[src/rtl/core/crc8fr_pkg.sv]
`timescale 1ns / 1ps
`default_nettype none
package crc8fr_pkg;

    localparam logic [7:0] START_BYTE   = 8'hFE;
    localparam logic [7:0] UPDATE_INSTR = 8'h18;
    localparam logic [7:0] ACK_LENGTH   = 8'h05;
    localparam logic [7:0] CRC_POLY     = 8'h31;
    localparam logic [7:0] BODY_START   = 8'd6;
    localparam logic [7:0] SEQ_INDEX    = 8'd4;
    localparam logic [7:0] STATUS_INDEX = 8'd5;
    localparam logic [7:0] STATUS_FINAL = 8'd1;

    // register indexes on the APB port
    localparam logic [1:0] REG_OWN_ADDR  = 2'd0;
    localparam logic [1:0] REG_HOST_ADDR = 2'd1;
    localparam logic [1:0] REG_STRIDE    = 2'd2;

    typedef enum logic [1:0] {
        KIND_NONE    = 2'd0,
        KIND_BODY    = 2'd1,
        KIND_VERDICT = 2'd2,
        KIND_ACK     = 2'd3
    } t_kind;

    typedef enum logic [1:0] {
        UPD_IDLE      = 2'd0,
        UPD_RECEIVING = 2'd1,
        UPD_DONE_OK   = 2'd2,
        UPD_DONE_LOSS = 2'd3
    } t_upd;

    typedef struct packed {
        logic [7:0] own_address;
        logic [7:0] host_address;
        logic [7:0] page_stride;
    } t_cfg;

    // one entry of the front-to-back queue
    typedef struct packed {
        logic       is_end;
        logic [7:0] data;
        logic [7:0] offset;
        logic       ok;
        logic       upd;
        logic [7:0] instr;
        logic [7:0] seq;
        logic [7:0] status;
        logic [7:0] body_len;
    } t_cmd;

    typedef struct packed {
        t_kind       kind;
        logic [7:0]  data_byte;
        logic [7:0]  body_offset;
        logic        frame_ok;
        logic        is_update;
        logic        write_page;
        logic [15:0] page_address;
        logic [7:0]  body_length;
        t_upd        update_state;
        logic [7:0]  sequence_number;
        logic [7:0]  instruction_code;
        logic        last;
    } t_result;

    // CRC-8, MSB first, one byte
    function automatic logic [7:0] crc_step(input logic [7:0] crc, input logic [7:0] b);
        logic [7:0] c;
        c = crc ^ b;
        for (int i = 0; i < 8; i++) begin
            c = c[7] ? ({c[6:0], 1'b0} ^ CRC_POLY) : {c[6:0], 1'b0};
        end
        return c;
    endfunction

endpackage
`default_nettype wire

[src/rtl/core/crc8fr_front.sv]
`timescale 1ns / 1ps
`default_nettype none
module crc8fr_front (
    input  wire logic              i_clk,
    input  wire logic              i_rst_n,
    input  wire logic              i_rx_valid,
    input  wire logic [7:0]        i_rx_byte,
    input  wire logic              i_full,
    input  wire logic [7:0]        i_own_address,
    output crc8fr_pkg::t_cmd       o_cmd,
    output logic                   o_push
);
    import crc8fr_pkg::*;

    typedef enum logic [5:0] {
        PH_HUNT  = 6'b000001,
        PH_LEN   = 6'b000010,
        PH_DEST  = 6'b000100,
        PH_SRC   = 6'b001000,
        PH_INSTR = 6'b010000,
        PH_BODY  = 6'b100000
    } t_phase;

    t_phase     r_phase, n_phase;
    logic [7:0] r_len, n_len;
    logic [7:0] r_idx, n_idx;
    logic [7:0] r_dest, n_dest;
    logic [7:0] r_instr, n_instr;
    logic [7:0] r_seq, n_seq;
    logic [7:0] r_status, n_status;
    logic [7:0] r_crc, n_crc;

    logic       accept;
    logic [7:0] idx_inc;
    logic [7:0] crc_upd;

    assign accept  = i_rx_valid && !i_full;
    assign idx_inc = r_idx + 8'd1;
    assign crc_upd = crc_step(r_crc, i_rx_byte);

    always_comb begin
        n_phase  = r_phase;
        n_len    = r_len;
        n_idx    = r_idx;
        n_dest   = r_dest;
        n_instr  = r_instr;
        n_seq    = r_seq;
        n_status = r_status;
        n_crc    = r_crc;
        o_push   = 1'b0;
        o_cmd    = '0;
        if (accept) begin
            unique case (r_phase)
                PH_HUNT: begin
                    if (i_rx_byte == START_BYTE) n_phase = PH_LEN;
                end
                PH_LEN: begin
                    n_len   = i_rx_byte;
                    n_idx   = 8'd0;
                    n_crc   = (i_rx_byte != 8'd0) ? crc_step(8'd0, i_rx_byte) : 8'd0;
                    n_phase = PH_DEST;
                end
                PH_DEST, PH_SRC, PH_INSTR: begin
                    n_idx = idx_inc;
                    if (idx_inc < r_len) n_crc = crc_upd;
                    if (r_phase == PH_DEST) begin
                        n_dest  = i_rx_byte;
                        n_phase = PH_SRC;
                    end else if (r_phase == PH_SRC) begin
                        n_phase = PH_INSTR;
                    end else begin
                        n_instr = i_rx_byte;
                        n_phase = PH_BODY;
                    end
                end
                PH_BODY: begin
                    n_idx = idx_inc;
                    if (idx_inc == SEQ_INDEX)    n_seq    = i_rx_byte;
                    if (idx_inc == STATUS_INDEX) n_status = i_rx_byte;
                    if (idx_inc < r_len) begin
                        n_crc = crc_upd;
                        if (idx_inc >= BODY_START) begin
                            o_push        = 1'b1;
                            o_cmd.is_end  = 1'b0;
                            o_cmd.data    = i_rx_byte;
                            o_cmd.offset  = idx_inc - BODY_START;
                        end
                    end else begin
                        // this byte is the CRC; a short frame may latch it as seq too
                        o_push         = 1'b1;
                        o_cmd.is_end   = 1'b1;
                        o_cmd.ok       = (r_dest == i_own_address) && (i_rx_byte == r_crc);
                        o_cmd.upd      = o_cmd.ok && (r_instr == UPDATE_INSTR);
                        o_cmd.instr    = r_instr;
                        o_cmd.seq      = n_seq;
                        o_cmd.status   = n_status;
                        o_cmd.body_len = (r_len >= BODY_START) ? (r_len - BODY_START) : 8'd0;
                        n_phase        = PH_HUNT;
                    end
                end
                default: n_phase = PH_HUNT;
            endcase
        end
    end

    always_ff @(posedge i_clk) begin
        if (!i_rst_n) begin
            r_phase  <= PH_HUNT;
            r_len    <= '0;
            r_idx    <= '0;
            r_dest   <= '0;
            r_instr  <= '0;
            r_seq    <= '0;
            r_status <= '0;
            r_crc    <= '0;
        end else begin
            r_phase  <= n_phase;
            r_len    <= n_len;
            r_idx    <= n_idx;
            r_dest   <= n_dest;
            r_instr  <= n_instr;
            r_seq    <= n_seq;
            r_status <= n_status;
            r_crc    <= n_crc;
        end
    end

endmodule
`default_nettype wire

[src/rtl/core/crc8fr_queue.sv]
`timescale 1ns / 1ps
`default_nettype none
module crc8fr_queue #(
    parameter int DEPTH = 4
) (
    input  wire logic             i_clk,
    input  wire logic             i_rst_n,
    input  wire logic             i_push,
    input  crc8fr_pkg::t_cmd      i_push_cmd,
    output logic                  o_full,
    input  wire logic             i_pop,
    output logic                  o_empty,
    output crc8fr_pkg::t_cmd      o_head
);
    import crc8fr_pkg::*;

    localparam int PTR_W = (DEPTH > 1) ? $clog2(DEPTH) : 1;
    localparam int CNT_W = $clog2(DEPTH + 1);
    localparam logic [PTR_W-1:0] PTR_LAST = PTR_W'(DEPTH - 1);
    localparam logic [CNT_W-1:0] CNT_FULL = CNT_W'(DEPTH);

    t_cmd             r_mem [DEPTH];
    logic [PTR_W-1:0] r_wr_ptr, r_rd_ptr;
    logic [CNT_W-1:0] r_count;
    logic             do_push, do_pop;

    assign o_full  = (r_count == CNT_FULL);
    assign o_empty = (r_count == '0);
    assign o_head  = r_mem[r_rd_ptr];
    assign do_push = i_push && !o_full;
    assign do_pop  = i_pop && !o_empty;

    always_ff @(posedge i_clk) begin
        if (do_push) r_mem[r_wr_ptr] <= i_push_cmd;
    end

    always_ff @(posedge i_clk) begin
        if (!i_rst_n) begin
            r_wr_ptr <= '0;
            r_rd_ptr <= '0;
            r_count  <= '0;
        end else begin
            if (do_push) r_wr_ptr <= (r_wr_ptr == PTR_LAST) ? '0 : r_wr_ptr + 1'b1;
            if (do_pop)  r_rd_ptr <= (r_rd_ptr == PTR_LAST) ? '0 : r_rd_ptr + 1'b1;
            if (do_push && !do_pop)      r_count <= r_count + 1'b1;
            else if (do_pop && !do_push) r_count <= r_count - 1'b1;
        end
    end

endmodule
`default_nettype wire

[src/rtl/core/crc8fr_back.sv]
`timescale 1ns / 1ps
`default_nettype none
module crc8fr_back (
    input  wire logic             i_clk,
    input  wire logic             i_rst_n,
    input  crc8fr_pkg::t_cfg      i_cfg,
    input  crc8fr_pkg::t_cmd      i_head,
    input  wire logic             i_empty,
    output logic                  o_pop,
    output logic                  o_valid,
    input  wire logic             i_stall,
    output crc8fr_pkg::t_result   o_res
);
    import crc8fr_pkg::*;

    localparam logic [2:0] STEP_VERDICT = 3'd0;
    localparam logic [2:0] STEP_START   = 3'd1;
    localparam logic [2:0] STEP_LEN     = 3'd2;
    localparam logic [2:0] STEP_HOST    = 3'd3;
    localparam logic [2:0] STEP_OWN     = 3'd4;
    localparam logic [2:0] STEP_INSTR   = 3'd5;
    localparam logic [2:0] STEP_SEQ     = 3'd6;
    localparam logic [2:0] STEP_CRC     = 3'd7;

    logic       r_valid, n_valid;
    t_result    r_res, n_res;
    logic [2:0] r_step, n_step;
    logic [7:0] r_ack_crc, n_ack_crc;
    logic [7:0] r_last_seq, n_last_seq;
    logic       r_loss, n_loss;
    t_upd       r_prog, n_prog;

    logic        load;
    logic [7:0]  ack_byte;
    logic [15:0] page_prod;
    logic [8:0]  seq_plus;

    assign load      = !i_empty && (!r_valid || !i_stall);
    assign page_prod = 16'(i_head.seq * i_cfg.page_stride);
    assign seq_plus  = {1'b0, r_last_seq} + 9'd1;

    always_comb begin
        case (r_step)
            STEP_START: ack_byte = START_BYTE;
            STEP_LEN:   ack_byte = ACK_LENGTH;
            STEP_HOST:  ack_byte = i_cfg.host_address;
            STEP_OWN:   ack_byte = i_cfg.own_address;
            STEP_INSTR: ack_byte = UPDATE_INSTR;
            STEP_SEQ:   ack_byte = i_head.seq;
            default:    ack_byte = r_ack_crc;
        endcase
    end

    always_comb begin
        n_valid    = r_valid;
        n_res      = r_res;
        n_step     = r_step;
        n_ack_crc  = r_ack_crc;
        n_last_seq = r_last_seq;
        n_loss     = r_loss;
        n_prog     = r_prog;
        o_pop      = 1'b0;
        if (r_valid && !i_stall) n_valid = 1'b0;
        if (load) begin
            n_valid = 1'b1;
            n_res   = '0;
            if (!i_head.is_end) begin
                n_res.kind        = KIND_BODY;
                n_res.data_byte   = i_head.data;
                n_res.body_offset = i_head.offset;
                n_res.last        = 1'b1;
                o_pop             = 1'b1;
            end else if (r_step == STEP_VERDICT) begin
                n_res.write_page = 1'b0;
                if (i_head.upd) begin
                    n_prog = UPD_RECEIVING;
                    if (i_head.seq == 8'd0) begin
                        n_loss           = 1'b0;
                        n_last_seq       = 8'd0;
                        n_res.write_page = 1'b1;
                    end else if (seq_plus == {1'b0, i_head.seq}) begin
                        n_last_seq       = i_head.seq;
                        n_res.write_page = 1'b1;
                    end else if (r_last_seq != i_head.seq) begin
                        n_loss = 1'b1;
                    end
                    if (i_head.status == STATUS_FINAL) begin
                        n_prog = n_loss ? UPD_DONE_LOSS : UPD_DONE_OK;
                    end
                    n_res.page_address    = page_prod;
                    n_res.sequence_number = i_head.seq;
                    n_step                = STEP_START;
                end else begin
                    o_pop = 1'b1;
                end
                n_res.kind             = KIND_VERDICT;
                n_res.frame_ok         = i_head.ok;
                n_res.is_update        = i_head.upd;
                n_res.body_length      = i_head.body_len;
                n_res.update_state     = n_prog;
                n_res.instruction_code = i_head.instr;
                n_res.last             = !i_head.upd;
            end else begin
                // acknowledge frame, CRC accumulated over length..seq
                n_res.kind      = KIND_ACK;
                n_res.data_byte = ack_byte;
                if (r_step == STEP_START) n_ack_crc = 8'd0;
                else if (r_step != STEP_CRC) n_ack_crc = crc_step(r_ack_crc, ack_byte);
                if (r_step == STEP_CRC) begin
                    n_res.last = 1'b1;
                    n_step     = STEP_VERDICT;
                    o_pop      = 1'b1;
                end else begin
                    n_step = r_step + 3'd1;
                end
            end
        end
    end

    always_ff @(posedge i_clk) begin
        if (!i_rst_n) begin
            r_valid    <= 1'b0;
            r_step     <= STEP_VERDICT;
            r_last_seq <= '0;
            r_loss     <= 1'b0;
            r_prog     <= UPD_IDLE;
        end else begin
            r_valid    <= n_valid;
            r_step     <= n_step;
            r_last_seq <= n_last_seq;
            r_loss     <= n_loss;
            r_prog     <= n_prog;
        end
    end

    always_ff @(posedge i_clk) begin
        r_res     <= n_res;
        r_ack_crc <= n_ack_crc;
    end

    assign o_valid = r_valid;
    assign o_res   = r_res;

endmodule
`default_nettype wire

[src/rtl/core/crc8_frame_receiver_with_update_seq_unit.sv]
// The byte that causes a result is first written into the command queue; the result is then registered at the output.
// Throughput: one received byte per cycle while the command queue is not full (o_rx_stall);
// a body byte or plain verdict gives one result, an accepted update frame end gives a verdict followed by 7 ack bytes.
// The command queue (QUEUE_DEPTH entries) absorbs bursts while the output drains.
// Reset (synchronous, active low) returns to hunting, clears sequence state and
// loads own_address 4, host_address 1, page_stride 249.
`timescale 1ns / 1ps
`default_nettype none
module crc8_frame_receiver_with_update_seq_unit #(
    parameter int QUEUE_DEPTH = 4
) (
    input  wire logic        i_clk,
    input  wire logic        i_rst_n,
    input  wire logic        i_rx_valid,
    output logic             o_rx_stall,
    input  wire logic [7:0]  i_rx_byte,
    output logic             o_res_valid,
    input  wire logic        i_res_stall,
    output logic [1:0]       o_kind,
    output logic [7:0]       o_data_byte,
    output logic [7:0]       o_body_offset,
    output logic             o_frame_ok,
    output logic             o_is_update,
    output logic             o_write_page,
    output logic [15:0]      o_page_address,
    output logic [7:0]       o_body_length,
    output logic [1:0]       o_update_state,
    output logic [7:0]       o_sequence_number,
    output logic [7:0]       o_instruction_code,
    output logic             o_last,
    input  wire logic        psel,
    input  wire logic        penable,
    input  wire logic        pwrite,
    input  wire logic [3:0]  paddr,
    input  wire logic [31:0] pwdata,
    output logic [31:0]      prdata,
    output logic             pready
);
    import crc8fr_pkg::*;

    t_cfg    r_cfg;
    t_cmd    push_cmd, head;
    logic    push, full, empty, pop;
    t_result res;
    logic    cfg_wr;

    assign pready = 1'b1;
    assign cfg_wr = psel && penable && pwrite && pready;

    always_ff @(posedge i_clk) begin
        if (!i_rst_n) begin
            r_cfg.own_address  <= 8'd4;
            r_cfg.host_address <= 8'd1;
            r_cfg.page_stride  <= 8'd249;
        end else if (cfg_wr) begin
            unique case (paddr[3:2])
                REG_OWN_ADDR:  r_cfg.own_address  <= pwdata[7:0];
                REG_HOST_ADDR: r_cfg.host_address <= pwdata[7:0];
                REG_STRIDE:    r_cfg.page_stride  <= pwdata[7:0];
                default: ;
            endcase
        end
    end

    always_comb begin
        unique case (paddr[3:2])
            REG_OWN_ADDR:  prdata = {24'd0, r_cfg.own_address};
            REG_HOST_ADDR: prdata = {24'd0, r_cfg.host_address};
            REG_STRIDE:    prdata = {24'd0, r_cfg.page_stride};
            default:       prdata = 32'd0;
        endcase
    end

    crc8fr_front u_front (
        .i_clk         (i_clk),
        .i_rst_n       (i_rst_n),
        .i_rx_valid    (i_rx_valid),
        .i_rx_byte     (i_rx_byte),
        .i_full        (full),
        .i_own_address (r_cfg.own_address),
        .o_cmd         (push_cmd),
        .o_push        (push)
    );

    crc8fr_queue #(
        .DEPTH (QUEUE_DEPTH)
    ) u_queue (
        .i_clk      (i_clk),
        .i_rst_n    (i_rst_n),
        .i_push     (push),
        .i_push_cmd (push_cmd),
        .o_full     (full),
        .i_pop      (pop),
        .o_empty    (empty),
        .o_head     (head)
    );

    crc8fr_back u_back (
        .i_clk   (i_clk),
        .i_rst_n (i_rst_n),
        .i_cfg   (r_cfg),
        .i_head  (head),
        .i_empty (empty),
        .o_pop   (pop),
        .o_valid (o_res_valid),
        .i_stall (i_res_stall),
        .o_res   (res)
    );

    assign o_rx_stall         = full;
    assign o_kind             = res.kind;
    assign o_data_byte        = res.data_byte;
    assign o_body_offset      = res.body_offset;
    assign o_frame_ok         = res.frame_ok;
    assign o_is_update        = res.is_update;
    assign o_write_page       = res.write_page;
    assign o_page_address     = res.page_address;
    assign o_body_length      = res.body_length;
    assign o_update_state     = res.update_state;
    assign o_sequence_number  = res.sequence_number;
    assign o_instruction_code = res.instruction_code;
    assign o_last             = res.last;

endmodule
`default_nettype wire

[config.mk]
export PLATFORM = sky130hd
export DESIGN_NAME = crc8_frame_receiver_with_update_seq_unit
export DESIGN_NICKNAME = d
export VERILOG_FILES = /design/src/rtl/core/crc8fr_pkg.sv /design/src/rtl/core/crc8fr_front.sv /design/src/rtl/core/crc8fr_queue.sv /design/src/rtl/core/crc8fr_back.sv /design/src/rtl/core/crc8_frame_receiver_with_update_seq_unit.sv
export SDC_FILE = /design/constraint.sdc
export NUM_CORES = 1
export LEC_CHECK = 0
export ABC_AREA = 0
export BUFFER_PORTS_ARGS = -buffer_cell sky130_fd_sc_hd__buf_2
export CAP_MARGIN = 20
export CORE_ASPECT_RATIO = 1.2
export CORE_MARGIN = 1
export CORE_UTILIZATION = 40
export DETAILED_ROUTE_END_ITERATION = 10
export GPL_ROUTABILITY_DRIVEN = 0
export PLACE_DENSITY = 0.64
export SYNTH_ARGS = -nofsm -noshare
export SYNTH_HDL_FRONTEND = slang
export SYNTH_SLANG_ARGS = --single-unit
[constraint.sdc]
create_clock -name i_clk -period 9.3 [get_ports i_clk]
set_clock_uncertainty 0.05 [all_clocks]
set_input_delay 2.325 -clock i_clk [delete_from_list [all_inputs] [get_ports i_clk]]
set_output_delay 2.325 -clock i_clk [all_outputs]
set_load 0.03 [all_outputs]
== Yosys cells after proc, flatten, opt, wreduce, memory -nomap -nowiden ==
Memories as Yosys holds them, arrays and structs flattened. A register that Yosys moved wholly into a read port is not among the register bits.
Index checks and enable logic that the tools add are counted.

* Add/sub/neg operators: 9
* Multiply operators: 1
* Magnitude comparators: 3
* Equality and inequality tests: 32
* Muxes and demuxes: 85
* Bitwise logic cells: 29
* Reduce and logical (&&, ||, !) cells: 48

{| class="wikitable"
|+ Operators with widths
! operator !! count
|-
| $mux W6 || 28
|-
| $mux W51 || 2
|-
| $mux W8 || 10
|-
| $not A3 Y3 || 24
|-
| $pmux W8 S6 || 1
|-
| $mux W34 || 1
|-
| $mux W16 || 2
|-
| $pmux W8 S2 || 2
|-
| $mux W1 || 26
|-
| $pmux W6 S4 || 1
|-
| $pmux W8 S3 || 1
|-
| $reduce_and A3 Y1 || 6
|-
| $eq A8 B3 Y1 const B || 2
|-
| $eq A8 B8 Y1 || 2
|-
| $ge A8 B3 Y1 const B || 2
|-
| $mul A8 B8 Y16 || 1
|-
| $sub A8 B3 Y8 const B || 2
|-
| $xor A8 B8 Y8 || 2
|-
| $eq A3 B3 Y1 const B || 5
|-
| $mux W3 || 5
|-
| $reduce_and A2 Y1 || 7
|-
| $mux W2 || 6
|-
| $reduce_and A4 Y1 || 3
|-
| $logic_and A1 B1 Y1 || 11
|-
| other kinds (35) || 55
|}

* Register bits after elaboration: 180
* Bits in writable memories: 204
* Bits of input ports: 51
* Output and inout bits: 99
* Word-level logic and storage cells: 240
* Memories: 1

{| class="wikitable"
|+ Memory list
! memory !! depth !! bits a word !! rd ports !! clocked after Yosys merged registers in !! write ports !! line !! source
|-
| u_queue.r_mem || 4 || 51 || 1 || 1 || 1 || crc8fr_queue.sv:22 || <nowiki>t_cmd r_mem [DEPTH];</nowiki>
|}

== Logic depth before layout (Yosys ltp) ==
* Word-level depth: 20
* Mapped depth: 20
* Depth with buffers taken out: 18

== By module ==
Synthesis repeated with hierarchy kept, for this count alone.

* Cells, all modules: 1598
* Area, all modules: 19857.8 µm²

{| class="wikitable"
|+ By module, submodules not included
! module !! times used !! cells an instance !! area an instance (µm²) !! seq. area each (µm²)
|-
| crc8fr_queue || 1 || 318 || 7898.8 || 6306.0
|-
| crc8fr_back || 1 || 611 || 6342.3 || 2462.4
|-
| crc8fr_front || 1 || 515 || 4291.6 || 1241.2
|-
| crc8_frame_receiver_with_update_seq_unit || 1 || 154 || 1325.0 || 480.5
|}

== Least setup slack after synthesis ==
OpenSTA, ideal clock, no wires.

* Path kind: in2reg
* From: in i_res_stall
* To: reg u_back.r_ack_crc[0], enable pin
* Library setup time: 387 ps
* Arrival: 7192 ps
* Required time: 8863 ps
* Slack: 1671 ps
* Stages on the path: 3
* Buffers on the path: 0
* Cell sequence: a21oi_1 > nand2_1 > a211oi_1

* Longest elaborated chain between the ends: 4

{| class="wikitable"
|+ Ends and longest elaborated chain
! item !! line !! source
|-
| start, declared || crc8_frame_receiver_with_update_seq_unit.sv:18 || <nowiki>input wire logic i_res_stall,</nowiki>
|-
| $logic_not A1 Y1 || crc8fr_back.sv:38 || <nowiki>assign load = !i_empty && (!r_valid || !i_stall);</nowiki>
|-
| $logic_or A1 B1 Y1 || crc8fr_back.sv:38 ||
|-
| $logic_and A1 B1 Y1 || crc8fr_back.sv:38 ||
|-
| $reduce_and A4 Y1 (no line) || n/a ||
|-
| end signal, assigned || crc8fr_back.sv:138 || <nowiki>r_ack_crc <= n_ack_crc;</nowiki>
|-
| end, declared || crc8fr_back.sv:28 || <nowiki>logic [7:0] r_ack_crc, n_ack_crc;</nowiki>
|}

Every way passes these cells.
A chain may end at the register's enable or synchronous reset.

== Final worst setup path ==
* From: in paddr[3]
* To: out prdata[5]

* Longest elaborated chain between the ends: 2
* Elaborated cells on any way between the ends: 4
* Those cells by class: 2 x eq/ne; 1 x mux; 1 x reduce/logical

{| class="wikitable"
|+ Ends and longest elaborated chain
! item !! line !! source
|-
| start, declared || crc8_frame_receiver_with_update_seq_unit.sv:34 || <nowiki>input wire logic [3:0] paddr,</nowiki>
|-
| $eq A2 B2 Y1, or another cell as far along || crc8_frame_receiver_with_update_seq_unit.sv:66 || <nowiki>unique case (paddr[3:2])</nowiki>
|-
| $pmux W8 S3 * || crc8_frame_receiver_with_update_seq_unit.sv:66 ||
|-
| end, declared || crc8_frame_receiver_with_update_seq_unit.sv:36 || <nowiki>output logic [31:0] prdata,</nowiki>
|}

Mark *: on every way between the ends. The rest lies on a longest branch, timed or not.

==> flow_summary.json <==
{
  "worst-setup-path-type": "in -> out",
  "vdd_ir_drop_max_mv": 0.106,
  "port_buffers": 98,
  "core_area_sq_mm": 0.0472,
  "slew_violations": 0,
  "cts-resized-gates": 0,
  "rsz0062_at_grt": "no",
  "io_pins": 150,
  "dr.first_iter.drc_count": 611,
  "hpwl_mm": 28.6,
  "cts_tree": "yes",
  "ant_nets": 0,
  "clkTransAtPathRegs_ns": 0.06,
  "clockBufferDepth": 3,
  "holdBufCountCts": 0,
  "initial_core_util_pct": 40.8,
  "critPathLaunch": "paddr[3]",
  "ys_types": 73,
  "p_leak_nw": 7.62,
  "row_count": 87,
  "endpoint": "prdata[5]",
  "status": "finished clean",
  "rr_endpoint": "u_back.o_res[41]$_SDFFCE_PN0P_",
  "cts.sinks": 386,
  "post_cts_buffers": 0,
  "final-setup-viol-count": 0,
  "vias": 12100,
  "ys_ff_latch": 386,
  "cts_buffers": 40,
  "tns_ns": 0,
  "reg2reg_depth": 16,
  "min_period_ns": 6.02,
  "grt-ovfl-total": 0,
  "tightest_slew_ns": 1.07,
  "async_flop_share_pct": 0,
  "final_cell_count_no_fill": 2315,
  "grt_pass1_wl_mm": 67.0,
  "die_x_microns": 202,
  "drc": 0,
  "dp_cells": 2240,
  "hold_class": "reg -> reg",
  "regMostFlops": "u_queue.r_mem",
  "largest_register_ffs": 204,
  "maxSlewHeadroom_pct": 28.9,
  "fmax_mhz": 166,
  "grtUsageTotal_pct": 17.5,
  "yosysWarnings": 0,
  "wirelength_mm": 42.9,
  "clockRootBuffer": "clkbuf_16",
  "start_kind": "primary input",
  "fill_cells": 4332,
  "drive_gt1_share_pct": 15.0,
  "netlist_area_sq_mm": 0.0193,
  "path_max_fanout": 12,
  "viasPerCell": 5.22,
  "clkLatencyLatePin_ns": 0.57,
  "grt_antenna_before_repair": 0,
  "final_hold_viol_count": 0,
  "ff2ff_setup_slack_ns": 3.65,
  "finalCritPeriodShare_pct": 64.7,
  "die_h_microns": 242,
  "powerDensity_mw_per_mm2": 172,
  "die_area_sq_mm": 0.0491,
  "synth-seq-area-share_pct": 54.4,
  "netlist_instances": 1595,
  "post_synth.cell_area_avg_sq_um": 12.1,
  "crit_required_ns": 6.93,
  "routedWlPerCell_microns": 18.5,
  "cts_max_level": 2,
  "grt_max_degree": 99,
  "arrival_ns": 3.64,
  "final_nets": 1810,
  "cp-end-kind": "primary output",
  "synth_edf_count": 276,
  "cap_violations": 0,
  "synth_flop_cell": "edfxtp_1",
  "area_growth_pct": 11.7,
  "drt_pass1_iterations": 5,
  "diodes": 0,
  "grt_pass1_vias": 12300
}
[routing by layer]
| metal | track usage, % | routed length (microns) | share of wire (%) | vias to the layer above |
|---|---|---|---|---|
| met5 | 0 | 0 | 0 | - |
| met4 | 6.55 | 1320 | 3.1 | 0 |
| met3 | 2.95 | 2010 | 4.7 | 79 |
| met2 | 31.2 | 21800 | 51 | 312 |
| met1 | 21.1 | 17700 | 41 | 5911 |
| li1 | - | - | - | 5786 |
[worst max-delay path, cell delays in order]
cell     delay [ns]
buf_2          0.19
nor2b_1        0.59
nand2_1        0.11
o21ai_0        0.16
buf_2          0.26
[cell usage in the layout (no fill, tap or decap), types with 10 or more instances in the layout]
cell,n
edfxtp_1,276
nor2_1,143
nand2_1,111
dfxtp_1,108
buf_2,98
mux2i_1,96
inv_1,79
and2_1,72
ha_1,62
xnor2_1,58
a21oi_1,53
o21ai_0,48
and3_1,43
mux4_2,41
clkbuf_16,41
fa_1,37
nand3_1,32
xor2_1,29
conb_1,25
nor3_1,21
nor4_1,15
buf_4,11
o211ai_1,10
nor2b_1,10
or2_2,10
[worst min path at each step]
stage | startpoint | to | slack, ns | cells after the start
after global routing | u_front.r_crc[2]$_SDFFE_PN0P_ | u_front.r_crc[2]$_SDFFE_PN0P_ | 0.44 | 2
after floorplan | u_back.r_prog[1]$_SDFFE_PN0P_ | u_back.r_prog[1]$_SDFFE_PN0P_ | 0.39 | 2
after CTS | u_front.r_crc[2]$_SDFFE_PN0P_ | u_front.r_crc[2]$_SDFFE_PN0P_ | 0.42 | 2
after detailed placement | u_front.r_crc[2]$_SDFFE_PN0P_ | u_front.r_crc[2]$_SDFFE_PN0P_ | 0.41 | 2
final | u_back.r_prog[1]$_SDFFE_PN0P_ | u_back.r_prog[1]$_SDFFE_PN0P_ | 0.42 | 2
after global placement | u_back.r_prog[1]$_SDFFE_PN0P_ | u_back.r_prog[1]$_SDFFE_PN0P_ | 0.40 | 2
[cell type report]
cell class | instances | area [sq um] | share of cell area (%)
Sequential cell | 386 | 10500 | 48.8
Multi-Input combinational cell | 1042 | 8070 | 37.5
Clock buffer | 46 | 1050 | 4.90
Tap cell | 623 | 779 | 3.62
Timing Repair Buffer | 110 | 581 | 2.70
Inverter | 80 | 300 | 1.40
Clock inverter | 28 | 248 | 1.15
[synth_stat cells, drive strengths merged (15+ instances only)]
| cell type | count | area, sq um |
|---|---|---|
| nand3 | 32 | 160 |
| mux4 | 41 | 923 |
| fa | 37 | 741 |
| nor4 | 15 | 93.8 |
| nor3 | 21 | 105 |
| mux2i | 96 | 961 |
| xor2 | 29 | 254 |
| inv | 80 | 300 |
| xnor2 | 59 | 524 |
| and2 | 77 | 482 |
| clkbuf | 69 | 259 |
| ha | 62 | 776 |
| nor2 | 143 | 537 |
| a21oi | 55 | 279 |
| buf | 41 | 260 |
| nand2 | 111 | 417 |
| edfxtp | 276 | 8290 |
| and3 | 43 | 269 |
| o21ai | 50 | 250 |
| dfxtp | 110 | 2200 |
[power breakdown]
group	internal, W	switching, W	total [W]	leakage (nW)
registers	0.00184	0.00000444	0.00184	2.88
clock network	0.000886	0.000700	0.00159	0.621
logic	0.000116	0.000167	0.000283	4.12
total	0.00284	0.000871	0.00371	7.62
[cell families after synthesis]
kind of cell               share of synthesized area, %
xor gates and xnor gates                           4.27
muxes                                              9.90
buffers and inverters                              4.25
other                                            0.0390
DFF                                                54.4
adders and majority gates                          7.87
AOI/OAI and AO/OA                                  6.13
and+or+nand+nor                                    13.1
[through the flow]
step,area [sq um],setup WS (ns),utilization (%),hold WS (ns),power [W]
after floorplan,19400,1.67,-,0.387,0.00211
after global placement,20200,3.34,42.8,0.399,0.00216
after detailed placement,20200,3.30,42.8,0.411,0.00216
after CTS,21500,3.31,45.5,0.420,0.00375
after global routing,21500,3.12,45.6,0.444,0.00385
final,21500,3.28,45.6,0.419,0.00371
Power figures use the tool's default switching activity.
